===== src/hw/rtl/vars_pkg.sv =====
// Shared types and constants for the attack/release smoother.
// No dependencies; imported by vactrol_attack_release_smoother_core.
`default_nettype none

package vars_pkg;

	// Sequencer states: two shift-add multiplies, then a restoring divide.
	typedef enum logic [2:0] {
		ST_IDLE,
		ST_MULK,
		ST_FAC,
		ST_MULT,
		ST_DEN,
		ST_DIV,
		ST_FIN
	} state_t;

	// Configuration register indexes.
	typedef enum logic [1:0] {
		REG_RATE_BASE = 2'd0,
		REG_RISE_TIME = 2'd1,
		REG_FALL_TIME = 2'd2
	} reg_idx_t;

	localparam int CFG_W  = 24;
	localparam int SMP_W  = 16;
	localparam int ST_W   = 18;
	localparam int CNT_W  = 5;

	localparam logic [CFG_W-1:0] RATE_BASE_RST = 24'd1098066;
	localparam logic [CFG_W-1:0] RISE_TIME_RST = 24'd5120;
	localparam logic [CFG_W-1:0] FALL_TIME_RST = 24'd768000;

	// State coefficients 0.999 and 0.9 in unsigned Q0.16.
	localparam logic [15:0] K_RISE = 16'd65470;
	localparam logic [15:0] K_FALL = 16'd58982;

	// Time offsets 1.0 and 10.0 in Q.8.
	localparam logic [26:0] RISE_OFFSET = 27'd256;
	localparam logic [26:0] FALL_OFFSET = 27'd2560;

	// One in Q.31 for the time factor.
	localparam logic [33:0] ONE_Q31 = 34'h0_8000_0000;

	localparam logic [CNT_W-1:0] MULK_STEPS = 5'd16;
	localparam logic [CNT_W-1:0] MULT_STEPS = 5'd24;
	localparam logic [CNT_W-1:0] DIV_STEPS  = 5'd18;

endpackage

`default_nettype wire


===== src/hw/rtl/vactrol_attack_release_smoother_core.sv =====
// Attack/release smoother: state-dependent trapezoidal one-pole lowpass.
// Depends on vars_pkg for the sequencer states, register indexes and constants.
//
//   channel  signals                                   dir   beat
//   in       in_valid, in_ready, sample_in[15:0]       in    one Q1.15 sample
//   out      out_valid, out_ready, sample_out[15:0]    out   one Q1.15 sample
//   cfg      cfg_valid, cfg_ready, cfg_index, cfg_data in    one 24-bit register write
//
// A new input beat is accepted only in idle, so a sample is not taken until the last one
// is written back. Each sample passes through acceptance, the state-coefficient multiply,
// the time factor, the time-scale multiply (the numerator multiply runs alongside),
// divisor setup, the bit-serial divide and writeback, in that order.
// A full output register stalls the writeback until out_ready.
// Reset clears the filter state and loads the register defaults; cfg_ready is always high.
`default_nettype none

module vactrol_attack_release_smoother_core
	import vars_pkg::*;
(
	input  wire logic             clk,
	input  wire logic             arst_n,
	input  wire logic             in_valid,
	output logic                  in_ready,
	input  wire logic [15:0]      sample_in,
	output logic                  out_valid,
	input  wire logic             out_ready,
	output logic [15:0]           sample_out,
	input  wire logic             cfg_valid,
	output logic                  cfg_ready,
	input  wire logic [1:0]       cfg_index,
	input  wire logic [CFG_W-1:0] cfg_data
);

	state_t state_q, state_d;

	logic [CNT_W-1:0] cnt_q;
	logic [CFG_W-1:0] rate_base_q, rise_time_q, fall_time_q;
	logic [ST_W-1:0]  s_q;
	logic             out_valid_q;
	logic [15:0]      out_data_q;

	logic        rise_q;
	logic [17:0] mag_q;
	logic [33:0] mc_q;
	logic [33:0] acc_h_q;
	logic [23:0] acc_l_q;
	logic [17:0] num_h_q;
	logic [23:0] num_l_q;
	logic [43:0] den_q;
	logic [43:0] rem_q;
	logic [17:0] quo_q;

	logic        out_free, fin_load, step_done;
	logic [18:0] d_val, d_abs;
	logic [17:0] s_abs;
	logic [34:0] mul_sum;
	logic [18:0] num_sum;
	logic [33:0] p1, fac;
	logic [26:0] t_val;
	logic [43:0] den_val, n_val;
	logic [44:0] trial;
	logic [45:0] diff;
	logic        fits;
	logic [19:0] x_val;
	logic [20:0] y_val, ns_val;
	logic [15:0] y_sat;
	logic [17:0] ns_sat;

	assign cfg_ready  = 1'b1;
	assign out_valid  = out_valid_q;
	assign sample_out = out_data_q;
	assign out_free   = !out_valid_q || out_ready;
	assign step_done  = (cnt_q == '0);

	always_comb begin
		state_d  = state_q;
		in_ready = 1'b0;
		fin_load = 1'b0;
		unique case (state_q)
			ST_IDLE: begin
				in_ready = 1'b1;
				if (in_valid) state_d = ST_MULK;
			end
			ST_MULK: if (step_done) state_d = ST_FAC;
			ST_FAC:  state_d = ST_MULT;
			ST_MULT: if (step_done) state_d = ST_DEN;
			ST_DEN:  state_d = ST_DIV;
			ST_DIV:  if (step_done) state_d = ST_FIN;
			ST_FIN: begin
				if (out_free) begin
					fin_load = 1'b1;
					state_d  = ST_IDLE;
				end
			end
			default: state_d = ST_IDLE;
		endcase
	end

	always_comb begin
		// difference and magnitudes at acceptance
		d_val = {{3{sample_in[15]}}, sample_in} - {s_q[17], s_q};
		d_abs = d_val[18] ? (19'd0 - d_val) : d_val;
		s_abs = s_q[17] ? (18'd0 - s_q) : s_q;

		// shared shift-add step: add multiplicand at top, shift right
		mul_sum = {1'b0, acc_h_q} + (acc_l_q[0] ? {1'b0, mc_q} : 35'd0);
		num_sum = {1'b0, num_h_q} + (num_l_q[0] ? {1'b0, mag_q} : 19'd0);

		// time factor 1 - k*s, clamped at zero
		p1 = {acc_h_q[17:0], acc_l_q[23:8]};
		if (s_q[17])
			fac = ONE_Q31 + p1;
		else if (p1 > ONE_Q31)
			fac = '0;
		else
			fac = ONE_Q31 - p1;

		t_val   = acc_h_q[33:7] + (rise_q ? RISE_OFFSET : FALL_OFFSET);
		den_val = {1'b0, t_val, 16'd0} + {20'd0, rate_base_q};
		n_val   = {2'b00, num_h_q, num_l_q} + {1'b0, den_val[43:1]};

		// restoring divide step
		trial = {rem_q, quo_q[17]};
		diff  = {1'b0, trial} - {2'b00, den_q};
		fits  = !diff[45];

		// writeback
		x_val  = rise_q ? {2'b00, quo_q} : (20'd0 - {2'b00, quo_q});
		y_val  = {{3{s_q[17]}}, s_q} + {x_val[19], x_val};
		ns_val = y_val + {x_val[19], x_val};
		if ($signed(y_val) > 21'sd32767)
			y_sat = 16'h7fff;
		else if ($signed(y_val) < -21'sd32768)
			y_sat = 16'h8000;
		else
			y_sat = y_val[15:0];
		if ($signed(ns_val) > 21'sd131071)
			ns_sat = 18'h1ffff;
		else if ($signed(ns_val) < -21'sd131072)
			ns_sat = 18'h20000;
		else
			ns_sat = ns_val[17:0];
	end

	always_ff @(posedge clk or negedge arst_n) begin
		if (!arst_n) begin
			state_q     <= ST_IDLE;
			cnt_q       <= '0;
			s_q         <= '0;
			out_valid_q <= 1'b0;
			rate_base_q <= RATE_BASE_RST;
			rise_time_q <= RISE_TIME_RST;
			fall_time_q <= FALL_TIME_RST;
		end else begin
			state_q <= state_d;
			case (state_q)
				ST_IDLE: cnt_q <= MULK_STEPS - 5'd1;
				ST_FAC:  cnt_q <= MULT_STEPS - 5'd1;
				ST_DEN:  cnt_q <= DIV_STEPS - 5'd1;
				default: if (!step_done) cnt_q <= cnt_q - 5'd1;
			endcase
			if (fin_load) begin
				s_q         <= ns_sat;
				out_valid_q <= 1'b1;
			end else if (out_ready) begin
				out_valid_q <= 1'b0;
			end
			if (cfg_valid) begin
				unique case (cfg_index)
					REG_RATE_BASE: rate_base_q <= cfg_data;
					REG_RISE_TIME: rise_time_q <= cfg_data;
					REG_FALL_TIME: fall_time_q <= cfg_data;
					default: ;
				endcase
			end
		end
	end

	always_ff @(posedge clk) begin
		case (state_q)
			ST_IDLE: begin
				if (in_valid) begin
					rise_q  <= !d_val[18];
					mag_q   <= d_abs[17:0];
					mc_q    <= {16'd0, s_abs};
					acc_h_q <= '0;
					acc_l_q <= {8'd0, d_val[18] ? K_FALL : K_RISE};
				end
			end
			ST_MULK: begin
				acc_h_q <= mul_sum[34:1];
				acc_l_q <= {mul_sum[0], acc_l_q[23:1]};
			end
			ST_FAC: begin
				mc_q    <= fac;
				acc_h_q <= '0;
				acc_l_q <= rise_q ? rise_time_q : fall_time_q;
				num_h_q <= '0;
				num_l_q <= rate_base_q;
			end
			ST_MULT: begin
				acc_h_q <= mul_sum[34:1];
				acc_l_q <= {mul_sum[0], acc_l_q[23:1]};
				num_h_q <= num_sum[18:1];
				num_l_q <= {num_sum[0], num_l_q[23:1]};
			end
			ST_DEN: begin
				den_q <= den_val;
				// seed the divider once the divisor is known
				rem_q <= {18'd0, n_val[43:18]};
				quo_q <= n_val[17:0];
			end
			ST_DIV: begin
				rem_q <= fits ? diff[43:0] : trial[43:0];
				quo_q <= {quo_q[16:0], fits};
			end
			ST_FIN: begin
				if (out_free) out_data_q <= y_sat;
			end
			default: ;
		endcase
	end

endmodule

`default_nettype wire

===== config.mk =====
export PLATFORM = sky130hd
export DESIGN_NAME = vactrol_attack_release_smoother_core
export DESIGN_NICKNAME = d
export VERILOG_FILES = /design/src/hw/rtl/vars_pkg.sv /design/src/hw/rtl/vactrol_attack_release_smoother_core.sv
export SDC_FILE = /design/constraint.sdc
export NUM_CORES = 1
export LEC_CHECK = 0
export ABC_AREA = 1
export BUFFER_PORTS_ARGS = -buffer_cell sky130_fd_sc_hd__buf_2
export CAP_MARGIN = 15
export CORE_UTILIZATION = 40
export CTS_BUF_LIST = sky130_fd_sc_hd__clkbuf_16
export CTS_CLUSTER_SIZE = 14
export DETAILED_ROUTE_END_ITERATION = 12
export SETUP_SLACK_MARGIN = 0.02
export SLEW_MARGIN = 0
export SYNTH_ARGS = -nofsm -noshare
export SYNTH_HDL_FRONTEND = slang
export SYNTH_SLANG_ARGS = --single-unit

===== constraint.sdc =====
create_clock -name clk -period 6.3 [get_ports clk]
set_clock_uncertainty 0.1 [all_clocks]
set_input_delay 0.945 -clock clk [delete_from_list [all_inputs] [get_ports clk]]
set_output_delay 0.945 -clock clk [all_outputs]
set_load 0.02 [all_outputs]

==> results.md, run 1 <==
| Group | Parameter | Reported |
|---|---|---|
| logic synthesis | Post-synthesis cell area | 30860 µm² |
| worst setup path | Startpoint of the lowest-slack register-to-register path | quo_q[0]$_DFFE_PP_ |
| drt | Count of unresolved DRC violations after routing | 0 |
| floorplanning | Standard-cell row count | 101 |
| sta | PnR worst setup slack | 0.8003 ns |
| logic synthesis | Leading register cell type out of synthesis | sky130_fd_sc_hd__edfxtp_1 |
| floorplanning | I/O pin total | 66 |
| place | Placement Setup Slack | 0.8042 ns |
| floorplanning | Total Die Area | 78270 µm² |
| run status | Run status | completed |
| worst setup path | Largest stage delay on the critical path | 0.47 ns |
| finish | Fraction of layout instances using a drive strength above 1 | 0.05991 |
| drt | Post-detailed-routing wire length | 104700 µm |
| clock tree | CTS buffer count | 47 |
| worst setup path | Data required time of the critical path | 6.70 ns |
| sta | Min Tclk post-route | 5.500 ns |
| finish | Register area | 10760 µm² |
| worst setup path | Endpoint class of the critical path | flip-flop |
| sta | Setup Total Neg Slack | 0 ns |
| clock tree | Clock input transition at the sequential cells of the worst setup and hold paths | 0.06 ns |
| floorplanning | Starting density of the core | 0.4050 |
| drt | Router iterations before antenna repair | 6 |
| logic synthesis | Count of yosys warnings during synthesis | 0 |
| worst setup path | Max stage delay cell, worst path | sky130_fd_sc_hd__edfxtp_1 |
| sta | Number of failing hold endpoints at the final stage | 0 |
| worst setup path | Sort of element at the start of the critical path | flip-flop |
| sta | Worst-case hold slack | 0.2586 ns |
| clock tree | H-tree depth | 2 |
| worst setup path | Worst setup slack for register-to-register paths | 0.80 ns |
| grt | Number of global-route vias before repair | 26850 |
| finish | Multi-input gate area | 17460 µm² |
| sta | Final cycle utilization of the critical path | 0.8730 |
| finish | Cell area after layout | 33950 µm² |
| flow run | Number of maximum-capacitance violations | 0 |
| place | Port Buffer Count | 64 |
| worst setup path | Crit Path Class | flip-flop to flip-flop |
| sta | Worst Tran Pin Value | 1.078 ns |
| drt | Vias per inst | 5.318 |
| clock tree | Post-CTS Setup Bufs | 0 |
| sta | Maximum achievable frequency | 181.8 MHz |
| finish | Inserted Diodes | 0 |
| floorplanning | Core Box Area | 76200 µm² |
| clock tree | Latest clock arrival within the worst-skew pair | 0.62 ns |
| clock tree | Post-cts resize count | 0 |
| finish | Area growth from synthesis to layout | 10.01% |
| sta | Relative slew slack | 0.2791 |
| worst setup path | R2R Path End | s_q[4]$_DFFE_PN0P_ |
| logic synthesis | Post-synth cell types | 69 |
| place | Placed cell areas | 32330 µm² |
| logic synthesis | Net count after synthesis | 4571 |
| floorplanning | Height of the chip | 279.8 µm |
| place | Routability congestion estimate from global placement | 1.004 |
| sta | Setup repair after global routing missed its margin | false |
| clock tree | CTS tree | built |
| logic synthesis | Synthesized flop and latch total | 374 |
| clock tree | Largest buffer count on any clock path | 3 |
| logic synthesis | Share of async-settable or async-resettable flops after synthesis | 0.2647 |
| finish | Total Nets Final | 4623 |
| logic synthesis | Mean area per synthesized cell | 7.179 µm² |
| clock tree | Count of hold-fix buffers inserted at cts | 0 |
| place | Detailed Place HPWL | 84590 µm |
| drt | Antenna violation net count after detailed routing | 0 |
| drt | Mean routed wirelength per cell | 19.32 µm |
| worst setup path | Critical path peak fanout | 17 |
| logic synthesis | Share of synthesized area occupied by flip-flops and latches | 0.3485 |
| sta | Total setup violations reported at the end of the flow | 0 |
| grt | Antenna violations before repair | 1 |
| grt | Wire length of the first global-routing pass | 160700 µm |
| worst setup path | Most used cell, CP | sky130_fd_sc_hd__nand2_1 |
| worst setup path | Worst Reg-to-Reg Cells | 28 |
| min path | Tightest Hold Check Type | input pin to async pin |
| logic synthesis | Number of synthesized flops with an enable pin | 275 |
| drt | Overall via count from detail_route | 28820 |
| grt | Pin count of the biggest net entering global routing | 73 |
| logic synthesis | Cell count after synthesis | 4299 |
| sta | Number of max-slew violations in the final report | 0 |
| finish | Fill cell count | 7830 |
| clock tree | Root Driver | sky130_fd_sc_hd__clkbuf_16 |
| worst setup path | Data arrival time of the worst path | 5.90 ns |
| grt | GRT Residual Overflow | 0 |
| floorplanning | DIE WIDTH | 279.8 µm |
| clock tree | Clock Sink Count | 374 |
| drt | Number of design-rule violations left by the first detailed-router iteration | 2771 |
| grt | GRT Util Overall | 0.2661 |
==> state kept, by name, indices dropped and copies added, names as in the netlist, 24 cells and up <==
name and count:
fall_time_q 24, acc_l_q 24, acc_h_q 34, rate_base_q 24
rem_q 44, num_l_q 24, rise_time_q 24, mc_q 34
den_q 44
==> logic make-up (layout without fill, tap and decap cells) <==
family	count (synthesis)	after routing	synth area share
DFF	374	374	0.3485
AOI/OAI and AO/OA	818	818	0.1511
and+or+nand+nor	2001	2001	0.2688
buffers and inverters	704	795	0.08773
other	1	1	0.0001215
adders and majority gates	225	225	0.09340
xor gates and xnor gates	176	176	0.05043
==> critical path: cells and delay by family (launching register included) <==
family                   cells  cell delay, ns
flip-flops                   1            0.47
adder cells (fa/ha/maj)      2            0.65
XOR/XNOR                     2            0.76
AND/OR/NAND/NOR             19            2.52
buffers and inverters        3            0.28
AO/OA/AOI/OAI                2            0.58
==> cells in the mapped netlist (all sizes together), types with 2 or more instances <==
master,instances,area share
nand2,1104,0.14
inv,617,0.075
nor2,525,0.066
o21ai,323,0.054
a21oi,302,0.050
edfxtp,275,0.27
ha,216,0.088
nand3,212,0.036
xor2,124,0.036
dfrtp,83,0.067
nand4,61,0.012
clkbuf,60,0.0073
xnor2,52,0.015
nor3,48,0.0083
o21bai,37,0.0095
a31oi,35,0.0071
buf,24,0.0050
a21o,21,0.0051
nor4,18,0.0036
a21boi,16,0.0044
dfstp,16,0.014
o211ai,16,0.0039
o311ai,15,0.0043
or2,15,0.0030
o32ai,12,0.0034
o21a,10,0.0024
fa,9,0.0058
nand3b,8,0.0019
o22ai,8,0.0016
o31ai,6,0.0015
and3,5,0.0010
a211oi,4,0.00097
and2,4,0.00089
o221ai,4,0.0011
clkinv,3,0.00041
o2111ai,3,0.00085
a22oi,2,0.00049
==> layout by cell type, fill, tap and decap left out, drive strengths merged, types with 5 or more instances in the layout <==
cell type and instances:
a21boi 16, a21o 21, a21oi 302, a31oi 35, and3 5, buf 87
bufinv 6, clkbuf 48, clkinv 18, dfrtp 83, dfstp 16, edfxtp 275
fa 9, ha 216, inv 633, nand2 1104, nand3 212, nand3b 8
nand4 61, nor2 525, nor3 48, nor4 18, o211ai 16, o21a 10
o21ai 323, o21bai 37, o22ai 8, o311ai 15, o31ai 6, o32ai 12
or2 15, xnor2 52, xor2 124
==> layer usage <==
metal,vias to the layer above,part of all wire,global-route usage
met4,0,0.027,0.07258
met5,-,0,0
met1,13440,0.46,0.3751
li1,14390,-,-
met2,878,0.45,0.4283
met3,119,0.057,0.03219
==> final cells by class <==
class,instances,area share
clock inverters,40,0.01242
well taps,1030,0.03796
flip-flops and latches,374,0.3168
inverters,620,0.06858
repair buffers,87,0.01459
multi-input cells,3221,0.5143
clock buffers,48,0.03538
==> worst max path at each step <==
stage / end / from / slack (ns)
2_1_floorplan: quo_q[0]$_DFFE_PP_ / state_q[1]$_DFFE_PN0P_ / 1.50
3_3_place_gp: s_q[6]$_DFFE_PN0P_ / quo_q[0]$_DFFE_PP_ / 0.73
3_5_place_dp: s_q[4]$_DFFE_PN0P_ / quo_q[0]$_DFFE_PP_ / 0.80
4_1_cts: s_q[4]$_DFFE_PN0P_ / quo_q[0]$_DFFE_PP_ / 0.77
5_1_grt: s_q[7]$_DFFE_PN0P_ / quo_q[0]$_DFFE_PP_ / 0.23
6_report: s_q[4]$_DFFE_PN0P_ / quo_q[0]$_DFFE_PP_ / 0.80
==> through the flow <==
step                      instances    util
after global routing           5420  0.4456
after CTS                      5420  0.4456
final                          5420  0.4456
after detailed placement       5332  0.4243
after global placement         5332  0.4243
after floorplan                4299       -
Power of run 1 is not shown: default switching activity piles up to over one toggle a cycle in this logic, so the estimate is an artifact.
==> run 2: changes to the inputs <==
--- a/config.mk
+++ b/config.mk
@@ -7,11 +7,12 @@
 export LEC_CHECK = 0
 export ABC_AREA = 1
 export BUFFER_PORTS_ARGS = -buffer_cell sky130_fd_sc_hd__buf_2
-export CAP_MARGIN = 15
 export CORE_UTILIZATION = 40
 export CTS_BUF_LIST = sky130_fd_sc_hd__clkbuf_16
 export CTS_CLUSTER_SIZE = 14
 export DETAILED_ROUTE_END_ITERATION = 12
+export HOLD_SLACK_MARGIN = 0.1
+export REMOVE_ABC_BUFFERS = 1
 export SETUP_SLACK_MARGIN = 0.02
 export SLEW_MARGIN = 0
 export SYNTH_ARGS = -nofsm -noshare
==> results.md, run 2 (synthesis gave the netlist of run 1 again) <==
| Group | Parameter | Reported |
|---|---|---|
| finish | Final Non-Filler Cells | 5415 |
| floorplanning | Standard-cell row count | 101 |
| grt | Pin count of the biggest net entering global routing | 68 |
| clock tree | Largest buffer count on any clock path | 3 |
| clock tree | Root Driver | sky130_fd_sc_hd__clkbuf_16 |
| clock tree | CTS buffer count | 45 |
| grt | Wire length of the first global-routing pass | 159200 µm |
| sta | Worst-case hold slack | 0.2202 ns |
| floorplanning | DIE WIDTH | 279.8 µm |
| sta | Setup repair after global routing missed its margin | false |
| clock tree | CTS tree | built |
| drt | Count of unresolved DRC violations after routing | 0 |
| grt | GRT Util Overall | 0.2629 |
| clock tree | Count of hold-fix buffers inserted at cts | 0 |
| clock tree | Latest clock arrival within the worst-skew pair | 0.63 ns |
| clock tree | Post-cts resize count | 0 |
| sta | Final cycle utilization of the critical path | 0.9016 |
| sta | Total setup violations reported at the end of the flow | 0 |
| clock tree | Clock Sink Count | 374 |
| grt | GRT Residual Overflow | 0 |
| worst setup path | Sort of element at the start of the critical path | flip-flop |
| sta | Relative slew slack | 0.2198 |
| finish | Final design utilization | 0.4457 |
| drt | Mean routed wirelength per cell | 19.12 µm |
| worst setup path | Data arrival time of the worst path | 6.07 ns |
| finish | Fraction of layout instances using a drive strength above 1 | 0.06021 |
| clock tree | Post-CTS Setup Bufs | 0 |
| floorplanning | Height of the chip | 279.8 µm |
| finish | Inserted Diodes | 0 |
| drt | Router iterations before antenna repair | 7 |
| drt | Antenna violation net count after detailed routing | 0 |
| finish | Area growth from synthesis to layout | 10.04% |
| drt | Post-detailed-routing wire length | 103500 µm |
| worst setup path | Critical path peak fanout | 17 |
| worst setup path | CP Launch Point | quo_q[0]$_DFFE_PP_ |
| place | Detailed Place HPWL | 83570 µm |
| place | Cell Count Post-Placement | 5331 |
| sta | Number of max-slew violations in the final report | 0 |
| finish | Registers with the most flip-flops | den_q x44, rem_q x44 |
| clock tree | Clock input transition at the sequential cells of the worst setup and hold paths | 0.07 ns |
| finish | Total Nets Final | 4620 |
| finish | Leading cell type in the layout, fill and taps excluded | sky130_fd_sc_hd__nand2_1 |
| min path | Tightest Hold Check Type | input pin to async pin |
| run status | Run status | completed |
| place | Routability congestion estimate from global placement | 0.9916 |
| worst setup path | Endpoint class of the critical path | flip-flop |
| drt | Overall via count from detail_route | 28840 |
| sta | Setup Total Neg Slack | 0 ns |
| worst setup path | Data required time of the critical path | 6.69 ns |
| floorplanning | Starting density of the core | 0.4050 |
| sta | Worst Tran Pin Value | 1.158 ns |
| drt | Number of design-rule violations left by the first detailed-router iteration | 2486 |
| sta | Number of failing hold endpoints at the final stage | 0 |
| flow run | Number of maximum-capacitance violations | 0 |
| finish | Commonest cells after routing, fill and taps aside | 1092 x sky130_fd_sc_hd__nand2_1, 609 x sky130_fd_sc_hd__inv_1, 504 x sky130_fd_sc_hd__nor2_1, 301 x sky130_fd_sc_hd__o21ai_0, 295 x sky130_fd_sc_hd__a21oi_1 |
| floorplanning | Core Box Area | 76200 µm² |
| drt | Vias per inst | 5.325 |
| grt | Antenna violations before repair | 1 |
| grt | Number of global-route vias before repair | 27240 |
| floorplanning | Total Die Area | 78270 µm² |
| worst setup path | Startpoint of the lowest-slack register-to-register path | quo_q[0]$_DFFE_PP_ |
| sta | Min Tclk post-route | 5.680 ns |
| sta | Maximum achievable frequency | 176.1 MHz |
| worst setup path | Crit Path Class | flip-flop to flip-flop |
| clock tree | H-tree depth | 2 |
| floorplanning | I/O pin total | 66 |
| place | Port Buffer Count | 64 |
[run 2: cell types whose count changed in the layout (fill, tap and decap cells not counted), sizes merged]
cell / change
buf: -1
bufinv: +2
inv: -11
clkinv: +8
clkbuf: -1
clkinvlp: -2
[run 2: worst paths after layout]
check                                                   end  slack (ns)  cells past startpoint
worst max-delay path                    s_q[14]$_DFFE_PN0P_        0.62                     25
worst min-delay path                    s_q[17]$_DFFE_PN0P_        0.22                      1
worst max register to register          s_q[14]$_DFFE_PN0P_        0.62                     25
worst min register to register   rise_time_q[8]$_DFFE_PN0P_        0.38                      2
max in group asynchronous       rise_time_q[20]$_DFFE_PN0P_        4.67                      2
min in group clk                 rise_time_q[8]$_DFFE_PN0P_        0.38                      2
[run 2: cell type report]
type,instances,area [µm²]
fillers,7928,42240
clock buffers,47,1176
inverters,620,2328
flip-flops and latches,374,10760
multi-input cells,3221,17450
well taps,1030,1289
clock inverters,37,474.2
repair buffers,86,488.0
[run 2: metrics by stage]
stage               setup slack (ns)  area (µm²)
global route                  0.1367       33960
global placement              0.6497       32310
detailed placement            0.7221       32310
CTS                           0.6134       33960
finish                        0.6199       33960
floorplan                    -0.1280       30480
[run 2: worst max-delay path, stage by stage (launching register included)]
cell and delay (ns):
sky130_fd_sc_hd__edfxtp_1 0.46, sky130_fd_sc_hd__inv_1 0.12, sky130_fd_sc_hd__ha_1 0.29, sky130_fd_sc_hd__inv_1 0.04
sky130_fd_sc_hd__o21ai_0 0.71, sky130_fd_sc_hd__inv_1 0.15, sky130_fd_sc_hd__fa_1 0.46, sky130_fd_sc_hd__inv_1 0.14
sky130_fd_sc_hd__nand3_1 0.10, sky130_fd_sc_hd__nand2_2 0.15, sky130_fd_sc_hd__a21oi_2 0.09, sky130_fd_sc_hd__o21ai_2 0.19
sky130_fd_sc_hd__a21oi_1 0.14, sky130_fd_sc_hd__o21bai_1 0.18, sky130_fd_sc_hd__xor2_1 0.31, sky130_fd_sc_hd__ha_1 0.35
sky130_fd_sc_hd__a21oi_1 0.21, sky130_fd_sc_hd__o21ai_0 0.15, sky130_fd_sc_hd__a21oi_1 0.21, sky130_fd_sc_hd__nand3_1 0.10
sky130_fd_sc_hd__nand2_1 0.06, sky130_fd_sc_hd__nand2_1 0.11, sky130_fd_sc_hd__o21ai_4 0.45, sky130_fd_sc_hd__nand2_1 0.12
sky130_fd_sc_hd__nand2_1 0.08, sky130_fd_sc_hd__nand2_1 0.07
[run 2: routing by layer]
metal | share of wire | vias to the layer above | global-route usage | wire length (µm)
met5 | 0 | - | 0 | 0
met4 | 0.031 | 0 | 0.08155 | 3245
met1 | 0.47 | 13440 | 0.3690 | 48200
met2 | 0.45 | 897 | 0.4215 | 46150
met3 | 0.057 | 146 | 0.03078 | 5933
li1 | - | 14350 | - | -
Power of run 2 is left out for the same reason.
